### config.mk
export PLATFORM = sky130hd
export DESIGN_NAME = tia_ctrl
export DESIGN_NICKNAME = d
export VERILOG_FILES = /design/src/tia_pkg.sv /design/src/tia_ctrl.sv
export SDC_FILE = /design/constraint.sdc
export NUM_CORES = 1
export LEC_CHECK = 0
export ABC_AREA = 0
export BUFFER_PORTS_ARGS = -buffer_cell sky130_fd_sc_hd__buf_2
export CORE_AREA = 3 3 40 42
export CTS_BUF_LIST = sky130_fd_sc_hd__clkbuf_16
export DETAILED_ROUTE_END_ITERATION = 16
export DIE_AREA = 0 0 43 45
export SLEW_MARGIN = 10
export SYNTH_ARGS = -nofsm -noshare
export SYNTH_HDL_FRONTEND = slang
export SYNTH_SLANG_ARGS = --single-unit
### constraint.sdc
create_clock -name clk -period 1.4 [get_ports clk]
set_input_delay 0.28 -clock clk [delete_from_list [all_inputs] [get_ports clk]]
set_output_delay 0.28 -clock clk [all_outputs]
set_load 0.005 [all_outputs]
### src/tia_pkg.sv
// Shared types and constants for the typed ID allocator.
package tia_pkg;

	localparam int WORD_W = 32;
	localparam int BIT_W = 5;
	localparam int REQ_W = 20;

	typedef enum logic [2:0] {
		CMD_ALLOC   = 3'd0,
		CMD_CLAIM   = 3'd1,
		CMD_FORCE   = 3'd2,
		CMD_RELEASE = 3'd3,
		CMD_PROBE   = 3'd4
	} cmd_e_t;

	typedef enum logic [2:0] {
		ST_OK           = 3'd0,
		ST_RANGE        = 3'd1,
		ST_IN_USE       = 3'd2,
		ST_NOT_AVAIL    = 3'd3,
		ST_ALREADY_FREE = 3'd4,
		ST_NOT_IN_USE   = 3'd5,
		ST_EXHAUSTED    = 3'd6
	} status_e_t;

	typedef enum logic [1:0] {
		NX_OUT,
		NX_WR,
		NX_UP
	} next_e_t;

	typedef enum logic [3:0] {
		FS_CLR,
		FS_IDLE,
		FS_RD,
		FS_EV,
		FS_URD,
		FS_UEV,
		FS_WR,
		FS_DRD,
		FS_DEV,
		FS_OUT
	} fsm_e_t;

	typedef struct packed {
		logic [2:0]  command;
		logic [2:0]  obj_type;
		logic [19:0] instance_id;
		logic        force_check;
	} item_t;

	typedef struct packed {
		logic [2:0]  status;
		logic [9:0]  granted_id;
		logic [22:0] combined_id;
		logic        can_generate;
	} result_t;

	typedef struct packed {
		logic clr_step;
		logic load;
		logic rd_tgt;
		logic eval;
		logic up_rd;
		logic up_eval;
		logic wr;
		logic dn_rd;
		logic dn_eval;
	} ctl_t;

	typedef struct packed {
		logic    clr_last;
		next_e_t ev_nx;
		logic    up_found;
		logic    up_last;
		logic    need_dn;
		logic    dn_done;
	} dp_stat_t;

endpackage

### src/tia_ctrl.sv
// Sequencer for the typed ID allocator.
module tia_ctrl import tia_pkg::*; (
	input  logic     clk,
	input  logic     arst_n,
	input  logic     start,
	input  dp_stat_t st,
	output ctl_t     ctl,
	output logic     busy,
	output logic     done
);
	fsm_e_t state_q, state_d;

	always_ff @(posedge clk or negedge arst_n) begin
		if (!arst_n) begin
			state_q <= FS_CLR;
		end else begin
			state_q <= state_d;
		end
	end

	always_comb begin
		state_d = state_q;
		ctl = '0;
		busy = 1'b1;
		done = 1'b0;
		case (state_q)
			FS_CLR: begin
				ctl.clr_step = 1'b1;
				if (st.clr_last) begin
					state_d = FS_IDLE;
				end
			end
			FS_IDLE: begin
				busy = 1'b0;
				if (start) begin
					ctl.load = 1'b1;
					state_d = FS_RD;
				end
			end
			FS_RD: begin
				ctl.rd_tgt = 1'b1;
				state_d = FS_EV;
			end
			FS_EV: begin
				ctl.eval = 1'b1;
				case (st.ev_nx)
					NX_WR: state_d = FS_WR;
					NX_UP: state_d = FS_URD;
					default: state_d = FS_OUT;
				endcase
			end
			FS_URD: begin
				ctl.up_rd = 1'b1;
				state_d = FS_UEV;
			end
			FS_UEV: begin
				ctl.up_eval = 1'b1;
				if (st.up_found) begin
					state_d = FS_WR;
				end else if (st.up_last) begin
					state_d = FS_OUT;
				end else begin
					state_d = FS_URD;
				end
			end
			FS_WR: begin
				ctl.wr = 1'b1;
				state_d = st.need_dn ? FS_DRD : FS_OUT;
			end
			FS_DRD: begin
				ctl.dn_rd = 1'b1;
				state_d = FS_DEV;
			end
			FS_DEV: begin
				ctl.dn_eval = 1'b1;
				state_d = st.dn_done ? FS_OUT : FS_DRD;
			end
			FS_OUT: begin
				done = 1'b1;
				state_d = FS_IDLE;
			end
			default: state_d = FS_IDLE;
		endcase
	end
endmodule

Word-level counts from Yosys, hierarchy flattened. Index checks and enable logic that the tools add are counted.

Muxes and demuxes: 20. Equality and inequality tests: 13. Reduce and logical (&&, ||, !) cells: 2.

Operator list (number): one-hot mux 4 bit (9 select lines) (1); two-way mux 4 bit (6); equality test 4 x 3 -> 1 bit, second input constant (4); two-way mux 1 bit (12); equality test 4 x 2 -> 1 bit, second input constant (2); equality test 4 bit, second input constant (2); one-hot mux 4 bit (2 select lines) (1); equality test 4 x 1 -> 1 bit, second input constant (1); zero test 4 bit (1); != test 2 bit, second input constant (2); equality test 2 x 1 -> 1 bit, second input constant (1); equality test 2 bit, second input constant (1); AND reduction 2 bit (1).

Bits in registers: 4. Bits of input ports: 10.

Logic depth before layout (Yosys ltp).
Word-level depth: 3. Depth in mapped cells: 5.

Least setup slack after synthesis. No wires, ideal clock.

Kind: register -> register. Start point: register state_q[2]. End point: register state_q[1]. Path buffers: 1. Arrival: 1215 ps. Period minus slack after synthesis: 1280 ps. Setup slack: 120 ps. Library setup time: 65 ps. Cell stages (with the launch flop): 5. Cells stage by stage: dfrtp_1 -> buf_6 -> o21bai_4 -> a2111oi_2 -> o22a_1.

Longest elaborated chain between the ends: 3.

RTL lines: start: declaration (RTL line tia_ctrl.sv:11) `fsm_e_t state_q, state_d;`; start signal: assignment (RTL line tia_ctrl.sv:17) `state_q <= state_d;`; equality test 4 x 1 -> 1 bit / zero test 4 bit (equally long branches) (RTL line tia_ctrl.sv:26) `case (state_q)`; != test 2 bit (no source line); AND reduction 2 bit (no source line).

Parallel ways exist; a longest one is shown, timed or not. A chain may end at the register's enable or synchronous reset.

==> results.cfg <==
[pwr]
vdd_drop_max_v = 0.00135
leakagePower_uw = 0.000396
power_density_nw_per_um2 = 2270

[grt]
grt_pass1_wl_um = 2370
grt_pass1_vias = 502
antenna_found_initial = 0
overflow = 0
grt_max_degree = 9
track_usage = 0.169

[drt]
wl_um = 1520
viasPerCell = 5.41
routedWlPerCell_um = 14.9
ant_nets = 0
first_iter_violations = 32
vias = 552
drc = 0
drt_pass1_iterations = 4

[synth]
yosysMostFrequentCell = nor2_1
ys.flop_type = dfrtp_1
synth_edf_count = 0
ys_warn_count = 0
synthTopCellsByCount = nor2_1 (6), nand2_1 (5), dfrtp_1 (4)
yosysSeqAreaShare = 0.246
synthTopCellsByArea = dfrtp_1 (25%), nor2_1 (5.5%), nand2_1 (4.6%)
yosysTopAreaCellShare = 0.246
async_flop_share = 1.00
yosysTopAreaCell = dfrtp_1
synth_fp_nets = 61
syn_avg_cell_area_um2 = 8.13
synth_cell_types = 27
synth-seq-cells = 4
syn_area_um2 = 407
syn_inst = 50

[timing]
finalCritPeriodShare = 1.05
setup_viol = 10
finalMaxSlewViolations = 0
fmax_ghz = 0.683
fin_skew_ps = 3.99
worst_pin_slew_ps = 299
tns_ps = -458
rsz0062_at_grt = true
hold_violations = 0
setup_ws_ps = -64.9
period_needed_ps = 1460
slew_headroom = 0.798

[setup_path]
arrival_ps = 1180
cpLargestDelayFamily = flip-flops
crit_chain = nor2_1 > and3_1 > buf_2
cp.buffers_inverters = 1
worstSetupPathType = reg2out
worstPathRequired_ps = 1120
critPathMaxFanout = 8
critPathLaunchType = flop
endpoint_kind = output port
critPathSlowestCell = dfrtp_2
max_stage_delay_ps = 490

[finish]
top_register = state_q
final_nets = 100
post-route-util = 0.624
final_cells = 102
diodes = 0
largest_register_ffs = 4
largestRegisters = state_q: 4 flops
areaGrowthSynthToFinish_pct = 97.2
drive_gt1_frac = 0.667
fin_area_um2 = 802

[worst_hold_path]
hp-class = in2reg

[floorplan]
die_height_um = 45
rows = 13
num_io_pins = 21
start_util = 0.316
fp.coreArea_um2 = 1280
die-area_um2 = 1940
die_w_um = 43

[clock_network]
clock_latency_ps = 230
cts.sinks = 4
path_clk_slew_ps = 30
clockBufferDepth = 2
cts_tree = yes
numCtsBuffers = 3
cts_htree_levels = 1
ctsRootBufferMaster = clkbuf_16

[placed_design]
dpl.hpwl_um = 887
dpl_worst_slack_ps = 21.8
portBuffers = 20
place_inst = 90
post_dp_cell_area_um2 = 562
gp_congestion = 0.896

[status]
failed_checks = negative setup slack
outcome = complete, but fails checks

[job]
cap_violations = 0
[path summary, 6_finish.rpt]
path	startpoint	to	slack, ps	depth (start not counted)
max	state_q[2]	ctl[0]	-60	3
max in group asynchronous	arst_n	state_q[0]	850	2
max reg2reg	state_q[0]	state_q[1]	-20	5
min reg2reg	state_q[0]	state_q[0]	670	2
min	st[6]	state_q[0]	290	3
min in group asynchronous	arst_n	state_q[1]	410	2
[worst register-to-register path: stages, from the launching register on]
cell and delay, ps:
dfrtp_2 460, inv_4 140, buf_4 170, o21bai_4 70, a2111oi_2 350, o22a_1 180
[metrics by stage]
stage | total power (µW) | hold slack [ps]
global route | 1920 | 320
finish | 1820 | 287
floorplan | 729 | -15.6
detailed placement | 1000 | 95.6
CTS | 1690 | 290
global placement | 1010 | 93.8
[layout make-up]
cell class | instances | area [µm²]
clock buffer | 3 | 75.1
fill | 104 | 483
inverter | 4 | 17.5
multi-input combinational | 38 | 325
sequential | 4 | 105
tap | 15 | 18.8
timing repair buffer | 38 | 260
[routing by layer]
metal,vias up,global-route usage,wire (µm)
li1,258,-,-
met1,262,0.214,623
met2,30,0.272,768
met3,2,0.0319,107
met4,0,0.0904,21
met5,-,0,0
[report_power, final]
part / total [µW] / internal (µW) / switching (µW)
clock: 448 / 365 / 82.8
sequential: 309 / 175 / 134
combinational: 1060 / 580 / 483
[layout by cell type, fill, tap and decap left out, drive strengths merged, types with 3 or more instances in the layout]
cell type and n:
buf 37, nor2 6, nand2 5, dfrtp 4
nor3 4, inv 4, a21oi 3, clkbuf 3
nor4 3
[cell families after synthesis]
kind of cell,Yosys count,share of synthesized area
AO/OA/AOI/OAI,12,0.271
adder cells (fa/ha/maj),1,0.0308
buffers and inverters,8,0.114
AND/OR/NAND/NOR,25,0.338
flip-flops,4,0.246
[timing repair]
action                                  in CTS  in global routing
pin swaps                                    6                  1
hold buffers                                 1                  0
endpoints found under the hold margin        4                  0
endpoints found under the setup margin      10                 11
setup buffers                                7                  1
gates resized for setup                     17                  8
No activity file was read; power rests on OpenSTA's default activity.
